$ cat config.mk
export PLATFORM = sky130hd
export DESIGN_NAME = lid_motor_controller_top
export DESIGN_NICKNAME = d
export VERILOG_FILES = /design/src/hw/rtl/lmc_pkg.sv /design/src/hw/rtl/lid_motor_controller_top.sv
export VERILOG_INCLUDE_DIRS = /design/src /design/src/hw/rtl
export SDC_FILE = /design/constraint.sdc
export NUM_CORES = 1
export LEC_CHECK = 0
export CORE_UTILIZATION = 55
export DETAILED_ROUTE_END_ITERATION = 8
export DONT_BUFFER_PORTS = 1
export PLACE_DENSITY = 0.81
export SLEW_MARGIN = 20
export SYNTH_ARGS = -nofsm -noshare
export SYNTH_HDL_FRONTEND = slang
export SYNTH_SLANG_ARGS = --single-unit
$ cat constraint.sdc
create_clock -name clk -period 18.94 [get_ports clk]
set_input_delay 0.947 -clock clk [delete_from_list [all_inputs] [get_ports clk]]
set_output_delay 0.947 -clock clk [all_outputs]
set_load 0.01 [all_outputs]
$ cat src/hw/rtl/lid_motor_controller_top_assert.svh
// Assertion macros for the lid motor controller.
// Used inside lid_motor_controller_top; expects a clk and rst_n in scope.
`ifndef LID_MOTOR_CONTROLLER_TOP_ASSERT_SVH
`define LID_MOTOR_CONTROLLER_TOP_ASSERT_SVH

// Checked only out of reset.
`define LMC_ASSERT(lbl, prop, msg) \
  lbl: assert property (@(posedge clk) disable iff (!rst_n) prop) else $error(msg);

// Checked at every edge, reset included.
`define LMC_ASSERT_ALWAYS(lbl, prop, msg) \
  lbl: assert property (@(posedge clk) prop) else $error(msg);

`endif

$ cat src/hw/rtl/lmc_pkg.sv
// Package for the lid motor controller: beat types, register indexes,
// reset values and status codes. No dependencies.
package lmc_pkg;

  localparam int unsigned CFG_IDX_W  = 2;
  localparam int unsigned CFG_DATA_W = 16;

  localparam logic [CFG_IDX_W-1:0] CFG_OPEN_SPEED  = 2'd0;
  localparam logic [CFG_IDX_W-1:0] CFG_CLOSE_SPEED = 2'd1;
  localparam logic [CFG_IDX_W-1:0] CFG_STALL_THR   = 2'd2;

  localparam logic [7:0]  OPEN_SPEED_RST  = 8'd200;
  localparam logic [7:0]  CLOSE_SPEED_RST = 8'd200;
  localparam logic [15:0] STALL_THR_RST   = 16'd650;

  localparam int unsigned RAMP_STEP_DEF = 2;
  localparam int unsigned MIN_DRIVE_DEF = 80;
  localparam logic [9:0]  MAX_DRIVE     = 10'd255;
  localparam logic [5:0]  GATE_MS       = 6'd50;

  // lid_status codes
  localparam logic [1:0] ST_OPENED  = 2'd0;
  localparam logic [1:0] ST_RUNNING = 2'd1;
  localparam logic [1:0] ST_CLOSED  = 2'd2;
  localparam logic [1:0] ST_STUCK   = 2'd3;

  // error_flags bit positions
  localparam int unsigned ERR_SENSOR   = 0;
  localparam int unsigned ERR_SPARE    = 1;
  localparam int unsigned ERR_LOCK_SW  = 2;
  localparam int unsigned ERR_LOCK_CTL = 3;

  // button_flags bit positions
  localparam int unsigned BTN_CLOSED = 0;
  localparam int unsigned BTN_OPEN   = 1;
  localparam int unsigned BTN_LOCK   = 2;
  localparam int unsigned BTN_SPARE  = 3;

  typedef struct packed {
    logic               cmd;
    logic               run_direction;
    logic               closed_limit;
    logic               open_limit;
    logic               lock_switch;
    logic               close_button;
    logic [7:0]         elapsed_ms;
    logic               sample_valid;
    logic               raw_current_zero;
    logic signed [15:0] filtered_current_ma;
  } in_item_t;

  typedef struct packed {
    logic signed [8:0] motor_drive;
    logic [1:0]        lid_status;
    logic [3:0]        error_flags;
    logic              lock_enable;
    logic [3:0]        button_flags;
    logic [15:0]       current_ma;
  } out_item_t;

endpackage

$ cat src/hw/rtl/lid_motor_controller_top.sv
// Lid motor controller: one decision pass per input beat.
// Depends on lmc_pkg and lid_motor_controller_top_assert.svh.
//
// Usage
//   Input channel (in_valid / in_stall / in_data): one beat per control tick
//   carrying the host command, limit and lock switches, the close button,
//   the elapsed time and an optional filtered current sample.
//   Result channel (out_valid / out_stall / out_data): exactly one beat per
//   input beat, in order: signed drive, lid status, error, lock and switch
//   flags and the held current magnitude.
//   Config port (cfg_wr_en / cfg_index / cfg_wdata): opening speed, closing
//   speed and stall threshold; write only while no beat is in flight.
// Timing
//   A beat is captured in an input register, evaluated against the lid
//   state in one pass of logic, and lands in the result register, which
//   drives out_valid; while out_stall holds a result, the beat waits in
//   the input register. One beat per cycle sustained while out_stall is low;
//   the single decision pass is the only thing between the two registers.
// Reset / backpressure
//   Synchronous active-low reset empties both registers, loads the register
//   defaults and puts the lid state at its reset values (target = +200, so
//   the first beats drive an open run). While out_stall holds a result, the
//   input register keeps its beat and in_stall rises once it is occupied.
module lid_motor_controller_top
  import lmc_pkg::*;
#(
  parameter int unsigned RAMP_STEP = RAMP_STEP_DEF,  // 1..16
  parameter int unsigned MIN_DRIVE = MIN_DRIVE_DEF   // 0..255
) (
  input  logic                  clk,
  input  logic                  rst_n,
  // input channel
  input  logic                  in_valid,
  output logic                  in_stall,
  input  in_item_t              in_data,
  // result channel
  output logic                  out_valid,
  input  logic                  out_stall,
  output out_item_t             out_data,
  // config writes
  input  logic                  cfg_wr_en,
  input  logic [CFG_IDX_W-1:0]  cfg_index,
  input  logic [CFG_DATA_W-1:0] cfg_wdata
);

  localparam logic signed [10:0] STEP_S  = 11'(RAMP_STEP);
  localparam logic signed [9:0]  STEP_R  = 10'(RAMP_STEP);
  localparam logic [9:0]         MIN_MAG = 10'(MIN_DRIVE);

  // ---------------- config registers ----------------
  logic [7:0]  open_spd_r;
  logic [7:0]  close_spd_r;
  logic [15:0] stall_thr_r;

  always_ff @(posedge clk) begin
    if (!rst_n) begin
      open_spd_r  <= OPEN_SPEED_RST;
      close_spd_r <= CLOSE_SPEED_RST;
      stall_thr_r <= STALL_THR_RST;
    end else if (cfg_wr_en) begin
      case (cfg_index)
        CFG_OPEN_SPEED:  open_spd_r  <= cfg_wdata[7:0];
        CFG_CLOSE_SPEED: close_spd_r <= cfg_wdata[7:0];
        CFG_STALL_THR:   stall_thr_r <= cfg_wdata;
        default: ;  // unmapped index, dropped
      endcase
    end
  end

  // ---------------- handshake / pipeline control ----------------
  logic     s1_vld_r, s1_vld_nxt;
  in_item_t s1_item_r;
  logic     out_vld_r, out_vld_nxt;
  out_item_t out_item_r, out_item_nxt;
  logic     adv;  // stage-1 beat is evaluated and moved to the result reg
  logic     in_take;

  assign adv         = s1_vld_r && (!out_vld_r || !out_stall);
  assign in_stall    = s1_vld_r && !adv;
  assign in_take     = in_valid && !in_stall;
  assign s1_vld_nxt  = in_take || (s1_vld_r && !adv);
  assign out_vld_nxt = adv || (out_vld_r && out_stall);

  always_ff @(posedge clk) begin
    if (!rst_n) begin
      s1_vld_r  <= 1'b0;
      out_vld_r <= 1'b0;
    end else begin
      s1_vld_r  <= s1_vld_nxt;
      out_vld_r <= out_vld_nxt;
    end
  end

  always_ff @(posedge clk) begin
    if (in_take) s1_item_r  <= in_data;
    if (adv)     out_item_r <= out_item_nxt;
  end

  assign out_valid = out_vld_r;
  assign out_data  = out_item_r;

  // ---------------- lid state ----------------
  logic signed [8:0] tgt_r,    tgt_nxt;
  logic signed [9:0] ramp_r,   ramp_nxt;
  logic              stuck_r,  stuck_nxt;
  logic [1:0]        status_r, status_nxt;
  logic [3:0]        err_r,    err_nxt;
  logic              lock_r,   lock_nxt;
  logic [3:0]        btn_r,    btn_nxt;
  logic [5:0]        gate_r,   gate_nxt;
  logic [15:0]       cur_r,    cur_nxt;

  always_ff @(posedge clk) begin
    if (!rst_n) begin
      tgt_r    <= $signed({1'b0, OPEN_SPEED_RST});
      ramp_r   <= '0;
      stuck_r  <= 1'b0;
      status_r <= ST_OPENED;
      err_r    <= '0;
      lock_r   <= 1'b0;
      btn_r    <= '0;
      gate_r   <= GATE_MS;
      cur_r    <= '0;
    end else if (adv) begin
      tgt_r    <= tgt_nxt;
      ramp_r   <= ramp_nxt;
      stuck_r  <= stuck_nxt;
      status_r <= status_nxt;
      err_r    <= err_nxt;
      lock_r   <= lock_nxt;
      btn_r    <= btn_nxt;
      gate_r   <= gate_nxt;
      cur_r    <= cur_nxt;
    end
  end

  // ---------------- decision pass ----------------
  logic [8:0]         gate_sum;
  logic signed [8:0]  open_tgt, close_tgt;
  logic               limit_stop;
  logic signed [10:0] diff;
  logic signed [9:0]  ramp_val;
  logic [9:0]         mag;
  logic [7:0]         mag8;
  logic [8:0]         drive;
  logic [15:0]        smp_mag;

  assign open_tgt  = $signed({1'b0, open_spd_r});
  assign close_tgt = $signed(9'(-{1'b0, close_spd_r}));

  always_comb begin
    tgt_nxt    = tgt_r;
    ramp_nxt   = ramp_r;
    stuck_nxt  = stuck_r;
    status_nxt = status_r;
    err_nxt    = err_r;
    lock_nxt   = lock_r;
    btn_nxt    = btn_r;
    cur_nxt    = cur_r;
    limit_stop = 1'b0;

    // close-button gate, saturating at GATE_MS
    gate_sum = 9'(gate_r) + 9'(s1_item_r.elapsed_ms);
    gate_nxt = (gate_sum > 9'(GATE_MS)) ? GATE_MS : gate_sum[5:0];

    // host run request, only when idle
    if (s1_item_r.cmd && tgt_nxt == 9'sd0) begin
      tgt_nxt   = s1_item_r.run_direction ? open_tgt : close_tgt;
      stuck_nxt = 1'b0;
    end

    // local close button
    if (s1_item_r.close_button && tgt_nxt == 9'sd0 && !s1_item_r.closed_limit &&
        gate_nxt >= GATE_MS) begin
      tgt_nxt  = close_tgt;
      gate_nxt = '0;
    end

    // opening: open limit stops, else lock check
    if (tgt_nxt > 9'sd0) begin
      if (!s1_item_r.open_limit) begin
        lock_nxt = 1'b1;
        if (s1_item_r.lock_switch) begin
          err_nxt[ERR_LOCK_CTL] = 1'b0;
        end else begin
          tgt_nxt               = '0;
          status_nxt            = ST_STUCK;
          err_nxt[ERR_LOCK_CTL] = 1'b1;
        end
      end else begin
        stuck_nxt  = 1'b0;
        tgt_nxt    = '0;
        limit_stop = 1'b1;
        status_nxt = ST_OPENED;
      end
    end
    // closing: closed limit stops
    if (tgt_nxt < 9'sd0 && s1_item_r.closed_limit) begin
      stuck_nxt  = 1'b0;
      tgt_nxt    = '0;
      limit_stop = 1'b1;
      status_nxt = ST_CLOSED;
    end

    // track the current speed registers
    if (tgt_nxt < 9'sd0) tgt_nxt = close_tgt;
    if (tgt_nxt > 9'sd0) tgt_nxt = open_tgt;

    // ramp: inside one step output the goal (ramp kept), else move ramp by one step
    diff = 11'(tgt_nxt) - 11'(ramp_nxt);
    if (diff > -STEP_S && diff < STEP_S) begin
      ramp_val = 10'(tgt_nxt);
    end else begin
      ramp_nxt = (diff > 11'sd0) ? ramp_nxt + STEP_R : ramp_nxt - STEP_R;
      ramp_val = ramp_nxt;
    end
    if (limit_stop) begin
      ramp_val = '0;
      ramp_nxt = '0;
    end

    // clip nonzero magnitude to MIN..MAX
    mag = ramp_val[9] ? 10'(-ramp_val) : 10'(ramp_val);
    if (mag < MIN_MAG)   mag = MIN_MAG;
    if (mag > MAX_DRIVE) mag = MAX_DRIVE;
    mag8 = mag[7:0];
    if (ramp_val == 10'sd0)
      drive = '0;
    else
      drive = ramp_val[9] ? 9'(-{1'b0, mag8}) : {1'b0, mag8};

    if (!s1_item_r.closed_limit && !s1_item_r.open_limit && !stuck_nxt)
      status_nxt = ST_RUNNING;

    // current sample: sensor flag and stall detect
    smp_mag = s1_item_r.filtered_current_ma[15] ?
              16'(-s1_item_r.filtered_current_ma) : 16'(s1_item_r.filtered_current_ma);
    if (s1_item_r.sample_valid) begin
      err_nxt[ERR_SENSOR] = s1_item_r.raw_current_zero;
      cur_nxt             = smp_mag;
      if (smp_mag >= stall_thr_r) begin
        drive      = '0;
        tgt_nxt    = '0;
        stuck_nxt  = 1'b1;
        status_nxt = ST_STUCK;
      end
    end

    // idle: lock switch flag and lock release
    if (tgt_nxt == 9'sd0) begin
      if (s1_item_r.lock_switch) begin
        err_nxt[ERR_LOCK_SW] = 1'b1;
        lock_nxt             = 1'b0;
      end else begin
        err_nxt[ERR_LOCK_SW] = 1'b0;
      end
    end

    // switch flags, priority closed > open > lock
    if (s1_item_r.closed_limit) begin
      btn_nxt[BTN_CLOSED] = 1'b1;
      btn_nxt[BTN_OPEN]   = 1'b0;
    end else if (s1_item_r.open_limit) begin
      btn_nxt[BTN_OPEN]   = 1'b1;
      btn_nxt[BTN_CLOSED] = 1'b0;
    end else begin
      btn_nxt[BTN_LOCK] = s1_item_r.lock_switch;
    end

    out_item_nxt.motor_drive  = $signed(drive);
    out_item_nxt.lid_status   = status_nxt;
    out_item_nxt.error_flags  = err_nxt;
    out_item_nxt.lock_enable  = lock_nxt;
    out_item_nxt.button_flags = btn_nxt;
    out_item_nxt.current_ma   = cur_nxt;
  end

  // ---------------- assertions ----------------
  logic [8:0] out_mag;
  assign out_mag = out_item_r.motor_drive[8] ? 9'(-out_item_r.motor_drive)
                                             : 9'(out_item_r.motor_drive);

`include "lid_motor_controller_top_assert.svh"

  `LMC_ASSERT_ALWAYS(a_rst_empty, !rst_n |=> !out_valid && !in_stall, "pipeline not empty after reset")
  `LMC_ASSERT(a_s1_hold, s1_vld_r && !adv |=> s1_vld_r && $stable(s1_item_r), "stage-1 beat lost while blocked")
  `LMC_ASSERT(a_beat_moves, adv |=> out_valid, "evaluated beat missing at result register")
  `LMC_ASSERT(a_drive_range, out_valid |-> out_mag == 9'd0 || (out_mag >= 9'(MIN_DRIVE) && out_mag <= 9'd255), "drive magnitude outside clip range")
  `LMC_ASSERT(a_spare_bits, out_valid |-> !out_data.error_flags[ERR_SPARE] && !out_data.button_flags[BTN_SPARE], "spare flag bit set")

endmodule

Word-level counts from Yosys, hierarchy flattened
Cells that the tools add are included.

word-level totals
  register bits = 151
  output and inout bits = 38

operators by class
  $add $sub $neg = 8
  order comparisons = 12
  eq/ne operators = 3
  mux-type cells = 57
  reduce and logical (&&, ||, !) cells = 31

operators by type and width
  kind                                                                               number
  9-bit two-way mux                                                                  15
  10-bit two-way mux                                                                 7
  16-bit two-way mux                                                                 2
  9-bit logical NOT                                                                  3
  1-bit two-way mux                                                                  21
  9-bit by 1-bit greater-than comparator with 1-bit output (second input constant)   2
  9-bit by 1-bit < comparator with 1-bit output (second input constant)              2
  2-bit two-way mux                                                                  9
  8-bit negator with 9-bit output                                                    2
  16-bit >= comparator                                                               1
  16-bit negator                                                                     1
  1-bit logical AND                                                                  12
  6-bit two-way mux                                                                  2
  11-bit by 1-bit greater-than comparator with 1-bit output (second input constant)  1
  11-bit by 2-bit greater-than comparator with 1-bit output (second input constant)  1
  11-bit by 3-bit < comparator with 1-bit output (second input constant)             1
  9-bit by 10-bit subtractor with 11-bit output                                      1
  10-bit by 3-bit adder with 10-bit output (second input constant)                   1
  10-bit by 8-bit greater-than comparator with 1-bit output (second input constant)  1
  10-bit logical NOT                                                                 1
  10-bit by 7-bit < comparator with 1-bit output (second input constant)             1
  10-bit negator                                                                     1
  10-bit by 3-bit subtractor with 10-bit output (second input constant)              1
  6-bit by 8-bit adder with 9-bit output                                             1
  10 further kinds                                                                   21

Longest topological paths before layout
Gate-level depths: netlist (run 1).

  depth in word-level cells = 34
  depth in mapped cells = 44

Worst setup path after synthesis (run 1)
Ideal clock, no wire load.

  path kind = flip-flop to flip-flop
  start = reg s1_item_r[18] in the netlist's numbering
  end = reg out_item_r (netlist bit out_data[33]), data pin
  setup time = 0.169 ns
  arrival time = 8.738 ns
  data required time = 18.771 ns
  path slack = 10.033 ns
  cell stages (with the launch flop) = 43
  buffers on the path = 0
  cells stage by stage = edfxtp_1 > ha_1 > inv_1 > fa_1 > nand2b_1 > a21oi_1 > xor2_1 > a211o_1 > a31o_2 > and3_1 > o311ai_4 > nand2_1 > o21ai_2 > ha_1 > nor2b_1 > o31a_1 > o21ai_0 > a21oi_1 > (+7 left out) > o21ai_0 > nand2_1 > o211ai_1 > a21oi_1 > xnor2_1 > nor2_1 > a21oi_1 > o211ai_2 > mux2_4 > a21oi_1 > xnor2_2 > nand2_2 > a211oi_4 > a21o_1 > ha_1 > nand3_1 > mux2_1 > o31ai_1

on the way
  longest elaborated chain between the ends = 32
  elaborated cells on any way between the ends = 39

RTL lines
  what                                                                                    RTL line                         source
  start: declaration                                                                      lid_motor_controller_top.sv:72   in_item_t s1_item_r;
  start signal: assignment                                                                lid_motor_controller_top.sv:95   if (in_take) s1_item_r <= in_data;
  6-bit by 8-bit adder with 9-bit output *                                                lid_motor_controller_top.sv:163  gate_sum = 9'(gate_r) + 9'(s1_item_r.elapsed_ms);
  9-bit by 6-bit greater-than comparator with 1-bit output                                lid_motor_controller_top.sv:164  gate_nxt = (gate_sum > 9'(GATE_MS)) ? GATE_MS : gate_sum[5:0];
  6-bit two-way mux *                                                                     lid_motor_controller_top.sv:164
  6-bit >= comparator *                                                                   lid_motor_controller_top.sv:174  gate_nxt >= GATE_MS) begin
  1-bit logical AND *                                                                     lid_motor_controller_top.sv:173  if (s1_item_r.close_button && tgt_nxt == 9'sd0 && !s1_item_r.closed_limit &&
  9-bit two-way mux *                                                                     lid_motor_controller_top.sv:173
  branches (longest 14 deep; another with 9-bit by 10-bit subtractor with 11-bit output)  --
  10-bit two-way mux *                                                                    lid_motor_controller_top.sv:217  if (limit_stop) begin
  (+4 left out)                                                                           --
  10-bit by 8-bit greater-than comparator with 1-bit output                               lid_motor_controller_top.sv:225  if (mag > MAX_DRIVE) mag = MAX_DRIVE;
  8-bit two-way mux                                                                       lid_motor_controller_top.sv:225
  8-bit negator with 9-bit output                                                         lid_motor_controller_top.sv:230  drive = ramp_val[9] ? 9'(-{1'b0, mag8}) : {1'b0, mag8};
  9-bit two-way mux                                                                       lid_motor_controller_top.sv:230
  9-bit two-way mux *                                                                     lid_motor_controller_top.sv:227  if (ramp_val == 10'sd0)
  9-bit two-way mux                                                                       lid_motor_controller_top.sv:241  if (smp_mag >= stall_thr_r) begin
  9-bit two-way mux *                                                                     lid_motor_controller_top.sv:238  if (s1_item_r.sample_valid) begin
  via drive[6]                                                                            lid_motor_controller_top.sv:145  logic [8:0] drive;
  end signal: assignment                                                                  lid_motor_controller_top.sv:96   if (adv) out_item_r <= out_item_nxt;
  end: declaration                                                                        lid_motor_controller_top.sv:74   out_item_t out_item_r, out_item_nxt;

Mark *: on every way through the listed nets, which the timed path passes.
A chain may end at the register's enable or synchronous reset.

Worst setup path in the final report (run 1)
Ends and elaborated chain as after synthesis.

==> results of run 1 <==
## layer usage
| metal | track usage | vias to the layer above | wire, um |
|---|---|---|---|
| met4 | 0.0967 | 0 | 528 |
| met3 | 0.0680 | 57 | 1690 |
| li1 | - | 3552 | - |
| met1 | 0.344 | 3625 | 9490 |
| met5 | 0 | - | 0 |
| met2 | 0.460 | 336 | 11000 |
## critical path, delay by kind of cell, from the launching register on
kind / cells / cell delay (ns)
XOR/XNOR: 3 / 0.67
flip-flops: 1 / 0.34
buffers and inverters: 3 / 0.46
adder cells (fa/ha/maj): 5 / 1.52
AO/OA/AOI/OAI: 18 / 4.71
AND/OR/NAND/NOR: 9 / 1.82
multiplexers: 3 / 1.09
## Yosys cell counts (all sizes together) (14+ instances only)
cell,number
nand2,126
nor2,91
dfxtp,84
a21oi,78
edfxtp,66
inv,53
ha,43
o21ai,41
nor3,35
clkbuf,33
mux2i,26
xnor2,25
a21o,22
mux2,21
o211ai,18
xor2,16
nand3,15
buf,14
## through the flow
stage	hold WS, ns	util	instances	area [um^2]	setup WS (ns)
detailed placement	0.446	0.576	1172	9240	8.47
global route	0.476	0.614	1204	9850	7.32
finish	0.453	0.614	1205	9860	8.13
CTS	0.456	0.613	1204	9850	8.34
floorplan	0.434	-	997	9120	10.03
global placement	0.439	0.576	1172	9240	8.82
## path summary, 6_finish.rpt
kind,startpoint,endpoint,slack (ns)
worst max-delay path,s1_item_r[18]$_DFFE_PP_,out_data[33]$_DFFE_PP_,8.13
worst min-delay path,cur_r[7]$_SDFFE_PN0P_,cur_r[7]$_SDFFE_PN0P_,0.45
worst max register to register,s1_item_r[18]$_DFFE_PP_,out_data[33]$_DFFE_PP_,8.13
worst min register to register,cur_r[7]$_SDFFE_PN0P_,cur_r[7]$_SDFFE_PN0P_,0.45
## state kept, by name, summed over array words and instances (netlist names)
name,cells
tgt_r,9
out_valid,1
close_spd_r,8
cur_r,16
stuck_r,1
s1_item_r,32
gate_r,6
open_spd_r,8
lock_r,1
stall_thr_r,16
ramp_r,9
out_data,34
btn_r,3
s1_vld_r,1
err_r,3
status_r,2
## cell type report
class	instances	area share
Inverter	53	0.0202
Clock inverter	15	0.0183
Clock buffer	17	0.0432
Sequential cell	150	0.372
Timing Repair Buffer	6	0.00457
Multi-Input combinational cell	747	0.514
Antenna cell	1	0.000254
Tap cell	216	0.0274
## power breakdown
| group | internal [mW] | total [mW] | switching, mW |
|---|---|---|---|
| registers | 0.363 | 0.382 | 0.0189 |
| logic | 0.120 | 0.304 | 0.184 |
| clock network | 0.189 | 0.343 | 0.154 |
| total | 0.672 | 1.03 | 0.357 |
## cell families after synthesis
group | after synthesis | synth area share
AND/OR/NAND/NOR | 359 | 0.192
multiplexers | 47 | 0.0590
AO/OA/AOI/OAI | 251 | 0.196
adder cells (fa/ha/maj) | 46 | 0.0656
XOR/XNOR | 41 | 0.0410
buffers and inverters | 100 | 0.0443
other | 1 | 0.000411
flip-flops | 150 | 0.402
==> insert_results.sql, run 1 <==
INSERT INTO impl_metrics (metric_group, metric, value, unit) VALUES
('status', 'run_status', 'completed', ''),
('placement', 'dp.final_hpwl', '16000', 'um'),
('die', 'core', '16100', 'um^2'),
('synth', 'yosysTopAreaCellShare', '0.217', ''),
('finish', 'fillCellCount', '1303', ''),
('finish', 'highest_count_cells_in_the_layout_ignoring_fill_and_taps', 'sky130_fd_sc_hd__nand2_1, sky130_fd_sc_hd__nor2_1, sky130_fd_sc_hd__dfxtp_1, sky130_fd_sc_hd__a21oi_1, sky130_fd_sc_hd__edfxtp_1', ''),
('drt', 'via_total_after_detailed_routing', '7570', ''),
('clock_tree', 'worst_setup_hold_path_clk_slew', '0.07', 'ns'),
('die', 'boundaryPins', '93', ''),
('synth', 'cell_accounting_for_the_most_synthesized_area', 'sky130_fd_sc_hd__edfxtp_1', ''),
('worst_setup_path', 'cp_max_fo', '14', ''),
('worst_setup_path', 'cp.arrival', '11.06', 'ns'),
('sta', 'rsz_0062_raised_after_global_routing', 'no', ''),
('die', 'start_util', '0.568', ''),
('synth', 'ys_warn_count', '0', ''),
('global_route', 'track_usage', '0.274', ''),
('clock_tree', 'clock_tree_root', 'sky130_fd_sc_hd__clkbuf_16', ''),
('sta', 'drv_slew', '0', ''),
('clock_tree', 'ctsHtreeMaxLevel', '4', ''),
('clock_tree', 'cts_buffers', '17', ''),
('drt', 'route.detailed.vias_per_inst', '6.28', ''),
('worst_setup_path', 'cp_max_delay_cell', 'sky130_fd_sc_hd__a311oi_2', ''),
('clock_tree', 'cts-resized-gates', '0', ''),
('clock_tree', 'clk-insertion-delay-late', '0.44', 'ns'),
('worst_setup_path', 'largest_stage_delay_on_the_critical_path', '0.82', 'ns'),
('sta', 'layout_min_cycle_time', '10.81', 'ns'),
('flow_run', 'max_cap_violations', '0', ''),
('drt', 'drt-pass1-iter-count', '7', ''),
('drt', 'drt-wirelength-per-cell', '18.8', 'um'),
('finish', 'share_of_final_layout_standard_cells_stronger_than_drive_strength_1', '0.104', ''),
('sta', 'max_freq', '92.5', 'MHz'),
('die', 'die-area', '17100', 'um^2'),
('global_route', 'grt_max_degree', '71', ''),
('drt', 'route.detailed.drc', '0', ''),
('die', 'rows', '46', ''),
('die', 'die_height', '131', 'um'),
('pwr', 'powerDensity', '104', 'nW/um^2'),
('sta', 'report.final.hold_viol_count', '0', ''),
('worst_setup_path', 'cp-end-kind', 'flip-flop', ''),
('sta', 'slew_headroom', '0.311', ''),
('sta', 'finalSetupTns', '0', 'ns'),
('synth', 'syn_area', '9120', 'um^2'),
('synth', 'yosys_register_bits', '150', ''),
('placement', 'place.port_buffers', '0', ''),
('clock_tree', 'clock-sinks', '150', ''),
('drt', 'ant_nets', '0', ''),
('drt', 'finalWirelength', '22700', 'um'),
('min_path', 'hp-class', 'flip-flop to flip-flop', ''),
('clock_tree', 'tritoncts_clock_tree', 'yes', ''),
('finish', 'multiInputGateArea', '5070', 'um^2'),
('global_route', 'grt_pass1_wl', '35800', 'um'),
('clock_tree', 'post-cts-setup-buffer-count', '0', ''),
('global_route', 'gr-total-overflow', '0', ''),
('min_path', 'worst_hold_path.num_cells', '2', ''),
('sta', 'timing.final.setup_violations', '0', ''),
('worst_setup_path', 'timing.critical_path.from_type', 'flip-flop', ''),
('synth', 'syn_avg_cell_area', '9.16', 'um^2'),
('synth', 'async_reset_ff_frac', '0', ''),
('synth', 'yosys_most_used_dff', 'sky130_fd_sc_hd__dfxtp_1', ''),
('sta', 'worst_slew_pin_tran', '1.03', 'ns'),
('synth', 'synth_edf_count', '66', ''),
('pwr', 'total_leakage_power', '3.84', 'nW'),
('worst_setup_path', 'worstRegToRegCells', '41', ''),
('finish', 'register_area', '3660', 'um^2'),
('finish', 'finish.net_count', '1076', ''),
('die', 'die_width', '131', 'um'),
('pwr', 'power.ir.vdd_worst', '0.0806', 'mV'),
('placement', 'gpl.final_weighted_congestion', '0.949', ''),
('global_route', 'grt_pass1_vias', '7091', ''),
('pwr', 'finalPower', '1.03', 'mW'),
('sta', 'fin_skew', '0.0173', 'ns');
(Power assumes the default switching activity.)
==> run 2, diff against run 1 <==
--- a/config.mk
+++ b/config.mk
@@ -6,6 +6,7 @@
 export SDC_FILE = /design/constraint.sdc
 export NUM_CORES = 1
 export LEC_CHECK = 0
+export ABC_AREA = 1
 export CORE_UTILIZATION = 55
 export DETAILED_ROUTE_END_ITERATION = 8
 export DONT_BUFFER_PORTS = 1
==> constraint.sdc (replaced) <==
create_clock -name clk -period 10.3 [get_ports clk]
set_input_delay 0.515 -clock clk [delete_from_list [all_inputs] [get_ports clk]]
set_output_delay 0.515 -clock clk [all_outputs]
set_load 0.01 [all_outputs]
==> insert_results.sql, run 2 <==
INSERT INTO impl_metrics (metric_group, metric, value, unit) VALUES
('synth', 'yosysTopAreaCellShare', '0.220', ''),
('synth', 'async_reset_ff_frac', '0', ''),
('finish', 'antennaDiodeCount', '0', ''),
('synth', 'ys_top_cells_by_count', 'sky130_fd_sc_hd__nand2_1, sky130_fd_sc_hd__inv_1, sky130_fd_sc_hd__nor2_1', ''),
('sta', 'max_freq', '108', 'MHz'),
('synth', 'cell_accounting_for_the_most_synthesized_area', 'sky130_fd_sc_hd__edfxtp_1', ''),
('sta', 'finalSetupTns', '0', 'ns'),
('finish', 'finish.net_count', '1264', ''),
('pwr', 'powerDensity', '189', 'nW/um^2'),
('synth', 'yosys-top-cells-area', 'sky130_fd_sc_hd__edfxtp_1, sky130_fd_sc_hd__dfxtp_1, sky130_fd_sc_hd__nand2_1', ''),
('drt', 'ant_nets', '0', ''),
('sta', 'timing.final.setup_violations', '0', ''),
('global_route', 'track_usage', '0.256', ''),
('sta', 'fin_skew', '0.0174', 'ns'),
('sta', 'slew_headroom', '0.333', ''),
('finish', 'stdcell_count', '1392', ''),
('die', 'boundaryPins', '93', ''),
('placement', 'dp.final_hpwl', '15300', 'um'),
('finish', 'number_of_flip_flops_in_the_largest_register', '34', ''),
('finish', 'layout.core_utilization', '0.609', ''),
('sta', 'drv_slew', '0', ''),
('clock_tree', 'clock_tree_root', 'sky130_fd_sc_hd__clkbuf_16', ''),
('worst_setup_path', 'critical-path-top-cell-by-count', 'sky130_fd_sc_hd__nand2_1', ''),
('sta', 'fin_crit_sh', '0.901', ''),
('worst_setup_path', 'cp_max_delay_cell', 'sky130_fd_sc_hd__fa_1', ''),
('synth', 'synth_edf_count', '66', ''),
('global_route', 'busiest_grt_layer', 'met2', ''),
('drt', 'drt_iter0_drc', '529', ''),
('placement', 'dpl_cell_area', '9160', 'um^2'),
('min_path', 'hp-class', 'primary input to flip-flop', ''),
('synth', 'synth-seq-area-share', '0.407', ''),
('global_route', 'grt_max_degree', '76', ''),
('global_route', 'global_route.usage.met3', '0.0611', ''),
('sta', 'finalHoldWorstSlack', '0.177', 'ns'),
('die', 'die_height', '130', 'um'),
('clock_tree', 'worst_setup_hold_path_clk_slew', '0.07', 'ns'),
('worst_setup_path', 'cp-end-kind', 'flip-flop', ''),
('drt', 'route.detailed.drc', '0', ''),
('drt', 'via_total_after_detailed_routing', '7556', ''),
('drt', 'route.detailed.vias_per_inst', '5.43', ''),
('clock_tree', 'cts_hold_buffers', '0', ''),
('pwr', 'power.ir.vdd_worst', '0.143', 'mV'),
('synth', 'synth.lib_cells_used.distinct', '55', ''),
('sta', 'final.setup.worst_slack', '1.02', 'ns'),
('synth', 'ys_warn_count', '0', ''),
('placement', 'post-place-ws', '0.941', 'ns'),
('drt', 'drt-pass1-iter-count', '5', ''),
('die', 'start_util', '0.565', ''),
('status', 'run_status', 'completed', ''),
('synth', 'syn_avg_cell_area', '7.71', 'um^2'),
('clock_tree', 'clock-sinks', '150', ''),
('placement', 'place.port_buffers', '0', ''),
('synth', 'yosys_most_used_dff', 'sky130_fd_sc_hd__dfxtp_1', ''),
('sta', 'report.final.hold_viol_count', '0', ''),
('worst_setup_path', 'timing.critical_path.from_type', 'flip-flop', ''),
('worst_setup_path', 'cp_max_fo', '22', ''),
('clock_tree', 'clk-insertion-delay-late', '0.44', 'ns'),
('global_route', 'use_met1', '0.313', ''),
('finish', 'stdcell_area', '9710', 'um^2'),
('pwr', 'total_leakage_power', '4.40', 'nW'),
('flow_run', 'max_cap_violations', '0', ''),
('synth', 'synth_most_common_cell', 'sky130_fd_sc_hd__nand2_1', ''),
('die', 'die-area', '16900', 'um^2'),
('pwr', 'finalPower', '1.83', 'mW'),
('finish', 'share_of_final_layout_standard_cells_stronger_than_drive_strength_1', '0.100', ''),
('finish', 'layout.cells.most_common', 'sky130_fd_sc_hd__nand2_1', ''),
('clock_tree', 'cts_buffers', '17', ''),
('sta', 'rsz_0062_raised_after_global_routing', 'no', ''),
('sta', 'worst_slew_pin_tran', '0.993', 'ns'),
('placement', 'gpl.final_weighted_congestion', '0.924', ''),
('die', 'core', '15900', 'um^2'),
('synth', 'syn_area', '9010', 'um^2'),
('worst_setup_path', 'largest_stage_delay_on_the_critical_path', '0.39', 'ns'),
('die', 'die_width', '130', 'um'),
('global_route', 'gr-total-overflow', '0', ''),
('die', 'rows', '46', ''),
('global_route', 'grt_pass1_wl', '33400', 'um'),
('finish', 'highest_count_cells_in_the_layout_ignoring_fill_and_taps', 'sky130_fd_sc_hd__nand2_1, sky130_fd_sc_hd__inv_1, sky130_fd_sc_hd__nor2_1, sky130_fd_sc_hd__o21ai_0, sky130_fd_sc_hd__a21oi_1', ''),
('global_route', 'initial_antenna_violation_count', '0', ''),
('drt', 'finalWirelength', '20800', 'um'),
('synth', 'number_of_instances_in_the_synthesized_netlist', '1169', ''),
('worst_setup_path', 'required_time_at_the_worst_slack_endpoint', '10.44', 'ns'),
('worst_setup_path', 'cp.arrival', '9.42', 'ns'),
('sta', 'layout_min_cycle_time', '9.28', 'ns'),
('global_route', 'grt_pass1_vias', '7123', ''),
('clock_tree', 'ctsHtreeMaxLevel', '4', ''),
('clock_tree', 'tritoncts_clock_tree', 'yes', ''),
('placement', 'placed_cells', '1360', ''),
('finish', 'area_growth_syn_to_layout', '7.82', '%'),
('synth', 'yosys_register_bits', '150', ''),
('global_route', 'grt.met2_usage', '0.433', ''),
('clock_tree', 'clockBufferDepth', '2', ''),
('worst_setup_path', 'worstSetupPathType', 'flip-flop to flip-flop', ''),
('drt', 'drt-wirelength-per-cell', '15.0', 'um');
[run 2: changes by cell type after synthesis, sizes merged, moves of 26 or more]
cell	before	now
inv	53	192
nand3	15	68
nand2	126	245
o21ai	41	96
mux2i	26	0
nor2	91	119
[run 2: where the power goes]
part	leakage (nW)	switching (mW)	internal [mW]
clock network	0.259	0.254	0.318
registers	1.33	0.0318	0.677
logic	2.81	0.363	0.188
[run 2: per-layer routing]
| metal | part of all wire | up-vias |
|---|---|---|
| met5 | 0 | - |
| met4 | 0.026 | 0 |
| met3 | 0.064 | 41 |
| met2 | 0.47 | 248 |
| met1 | 0.43 | 3442 |
| li1 | - | 3825 |
[run 2: final timing paths]
path,start,end,slack (ns),depth (start not counted)
hold reg to reg,cur_r[0]$_SDFFE_PN0P_,cur_r[0]$_SDFFE_PN0P_,0.45,2
setup / recovery,gate_r[0]$_SDFFE_PN0P_,out_data[29]$_DFFE_PP_,1.02,63
setup reg to reg,gate_r[0]$_SDFFE_PN0P_,out_data[29]$_DFFE_PP_,1.02,63
hold / removal,rst_n,tgt_r[7]$_SDFFE_PN1P_,0.18,1
[run 2: final cells by class]
cell class	instances	area (um^2)
Clock buffer	20	447
Clock inverter	12	92.6
Fill cell	1404	6230
Inverter	198	752
Multi-Input combinational cell	793	4470
Sequential cell	150	3660
Tap cell	216	270
Timing Repair Buffer	3	22.5
[run 2: kinds of logic (layout without fill, tap and decap cells)]
group,Yosys count,count (layout),synth area share
xor+xnor,28,28,0.0272
buf+inv,228,233,0.101
simple gates,475,475,0.247
compound gates,241,241,0.152
flops,150,150,0.407
fa+ha+maj,46,46,0.0664
other cells,1,3,0.000416
[run 2: critical path, delay by kind of cell, from the launching register on]
kind	cells	cell delay (ns)
AO/OA/AOI/OAI	14	2.41
adder cells (fa/ha/maj)	5	1.48
XOR/XNOR	3	0.64
flip-flops	1	0.34
buffers and inverters	7	0.50
AND/OR/NAND/NOR	34	3.66
[run 2: timing repair]
| action | in CTS | in global routing |
|---|---|---|
| endpoints found under the setup margin | 0 | 5 |
| gates resized for setup | 0 | 2 |
| setup buffers | 0 | 0 |
==> run 3, diff against run 2 <==
--- a/config.mk
+++ b/config.mk
@@ -7,10 +7,12 @@
 export NUM_CORES = 1
 export LEC_CHECK = 0
 export ABC_AREA = 1
-export CORE_UTILIZATION = 55
+export CELL_PAD_IN_SITES_DETAIL_PLACEMENT = 2
+export CELL_PAD_IN_SITES_GLOBAL_PLACEMENT = 2
+export CORE_UTILIZATION = 38
 export DETAILED_ROUTE_END_ITERATION = 8
 export DONT_BUFFER_PORTS = 1
-export PLACE_DENSITY = 0.81
+export PLACE_DENSITY = 0.92
 export SLEW_MARGIN = 20
 export SYNTH_ARGS = -nofsm -noshare
 export SYNTH_HDL_FRONTEND = slang
==> insert_results.sql, run 3 (synthesized netlist as in run 2, its figures left out) <==
INSERT INTO impl_metrics (metric_group, metric, value, unit) VALUES
('finish', 'layout.cells.most_common', 'sky130_fd_sc_hd__nand2_1', ''),
('drt', 'route.detailed.vias_per_inst', '5.76', ''),
('die', 'rows', '55', ''),
('die', 'die_width', '156', 'um'),
('pwr', 'total_leakage_power', '4.49', 'nW'),
('sta', 'timing.final.setup_violations', '0', ''),
('pwr', 'finalPower', '2.07', 'mW'),
('die', 'core', '22900', 'um^2'),
('placement', 'gpl.final_weighted_congestion', '0.855', ''),
('drt', 'route.detailed.drc', '0', ''),
('sta', 'fin_crit_sh', '0.957', ''),
('die', 'start_util', '0.393', ''),
('clock_tree', 'cts_buffers', '17', ''),
('sta', 'report.final.hold_viol_count', '0', ''),
('global_route', 'gr-total-overflow', '0', ''),
('clock_tree', 'clock_tree_root', 'sky130_fd_sc_hd__clkbuf_16', ''),
('placement', 'place.port_buffers', '0', ''),
('placement', 'dp.final_hpwl', '24800', 'um'),
('drt', 'drt_iter0_drc', '537', ''),
('drt', 'drt-pass1-iter-count', '5', ''),
('worst_setup_path', 'timing.critical_path.from_type', 'flip-flop', ''),
('worst_setup_path', 'largest_stage_delay_on_the_critical_path', '0.46', 'ns'),
('finish', 'share_of_final_layout_standard_cells_stronger_than_drive_strength_1', '0.126', ''),
('finish', 'area_growth_syn_to_layout', '12.3', '%'),
('worst_setup_path', 'r2r_setup_slack', '0.45', 'ns'),
('min_path', 'hp-class', 'primary input to flip-flop', ''),
('finish', 'highest_count_cells_in_the_layout_ignoring_fill_and_taps', 'sky130_fd_sc_hd__nand2_1, sky130_fd_sc_hd__inv_1, sky130_fd_sc_hd__nor2_1, sky130_fd_sc_hd__o21ai_0, sky130_fd_sc_hd__dfxtp_1', ''),
('sta', 'slew_headroom', '0.307', ''),
('finish', 'stdcell_count', '1499', ''),
('clock_tree', 'clockBufferDepth', '2', ''),
('clock_tree', 'clock-sinks', '150', ''),
('global_route', 'initial_antenna_violation_count', '2', ''),
('sta', 'max_freq', '101', 'MHz'),
('clock_tree', 'clk-insertion-delay-late', '0.46', 'ns'),
('worst_setup_path', 'required_time_at_the_worst_slack_endpoint', '10.60', 'ns'),
('sta', 'layout_min_cycle_time', '9.85', 'ns'),
('worst_setup_path', 'cp_max_fo', '22', ''),
('drt', 'ant_nets', '0', ''),
('drt', 'drt-wirelength-per-cell', '26.1', 'um'),
('global_route', 'track_usage', '0.326', ''),
('global_route', 'grt_pass1_wl', '58600', 'um'),
('sta', 'finalHoldWorstSlack', '0.142', 'ns'),
('drt', 'via_total_after_detailed_routing', '8639', ''),
('placement', 'dpl_cell_area', '9310', 'um^2'),
('worst_setup_path', 'worstSetupPathType', 'flip-flop to flip-flop', ''),
('clock_tree', 'tritoncts_clock_tree', 'yes', ''),
('worst_setup_path', 'critical-path-top-cell-by-count', 'sky130_fd_sc_hd__nand2_1', ''),
('sta', 'worst_slew_pin_tran', '1.04', 'ns'),
('clock_tree', 'ctsHtreeMaxLevel', '4', ''),
('sta', 'drv_slew', '0', ''),
('drt', 'finalWirelength', '39100', 'um'),
('finish', 'stdcell_area', '10100', 'um^2'),
('worst_setup_path', 'cp_max_delay_cell', 'sky130_fd_sc_hd__fa_2', ''),
('finish', 'layout.core_utilization', '0.442', ''),
('clock_tree', 'cts_hold_buffers', '0', ''),
('global_route', 'grt_pass1_vias', '9721', ''),
('sta', 'fin_skew', '0.0199', 'ns'),
('global_route', 'grt_max_degree', '76', ''),
('pwr', 'powerDensity', '205', 'nW/um^2'),
('worst_setup_path', 'cp.arrival', '10.16', 'ns'),
('flow_run', 'max_cap_violations', '0', ''),
('finish', 'number_of_flip_flops_in_the_largest_register', '34', ''),
('die', 'die_height', '156', 'um'),
('pwr', 'power.ir.vdd_worst', '0.113', 'mV'),
('placement', 'placed_cells', '1460', ''),
('die', 'die-area', '24300', 'um^2'),
('finish', 'finish.net_count', '1272', ''),
('worst_setup_path', 'cp-end-kind', 'flip-flop', ''),
('status', 'run_status', 'completed', ''),
('clock_tree', 'worst_setup_hold_path_clk_slew', '0.08', 'ns'),
('die', 'boundaryPins', '93', '');
-- run 3: final cells by class --
class	count	area, um^2
fillers	2547	12800
multi-input cells	794	4640
flip-flops and latches	150	3660
inverters	198	757
clock buffers	18	439
well taps	313	392
clock inverters	14	155
repair buffers	10	75.1
diodes	2	5.00
-- run 3: metal layers --
layer	vias up	track usage	share of wire
li1	3841	-	-
met1	4332	0.348	0.38
met2	320	0.583	0.51
met3	146	0.0644	0.045
met4	0	0.218	0.060
met5	-	0	0
-- run 3: critical path, delay by kind of cell (launching register included) --
kind | cells | cell delay (ns)
AOI/OAI and AO/OA | 14 | 2.59
xor gates and xnor gates | 2 | 0.41
adders and majority gates | 5 | 1.53
buffers and inverters | 5 | 0.51
DFF | 1 | 0.37
and+or+nand+nor | 33 | 4.23
-- run 3: path summary, 6_finish.rpt --
kind | start | to | depth (start not counted)
setup / recovery | s1_item_r[18]$_DFFE_PP_ | out_data[29]$_DFFE_PP_ | 59
setup reg to reg | s1_item_r[18]$_DFFE_PP_ | out_data[29]$_DFFE_PP_ | 59
hold reg to reg | cur_r[10]$_SDFFE_PN0P_ | cur_r[10]$_SDFFE_PN0P_ | 2
hold / removal | in_data[31] | s1_item_r[31]$_DFFE_PP_ | 0
-- run 3: metrics by stage --
step	TNS, ns	setup WS (ns)
3_5_place_dp	0	0.103
4_1_cts	0	0.0822
3_3_place_gp	0	1.00
2_1_floorplan	0	2.04
6_report	0	0.447
5_1_grt	-0.375	-0.116
-- run 3: report_power, final --
| part | internal (mW) | total (mW) | switching (mW) |
|---|---|---|---|
| clock | 0.333 | 0.665 | 0.333 |
| combinational | 0.210 | 0.689 | 0.479 |
| sequential | 0.677 | 0.717 | 0.0402 |
-- run 3: repair_timing --
item,in CTS,in global routing
cloned,0,1
setup buffers,0,4
endpoints found under the setup margin,7,8
gates resized for setup,6,28
pin swaps,0,7
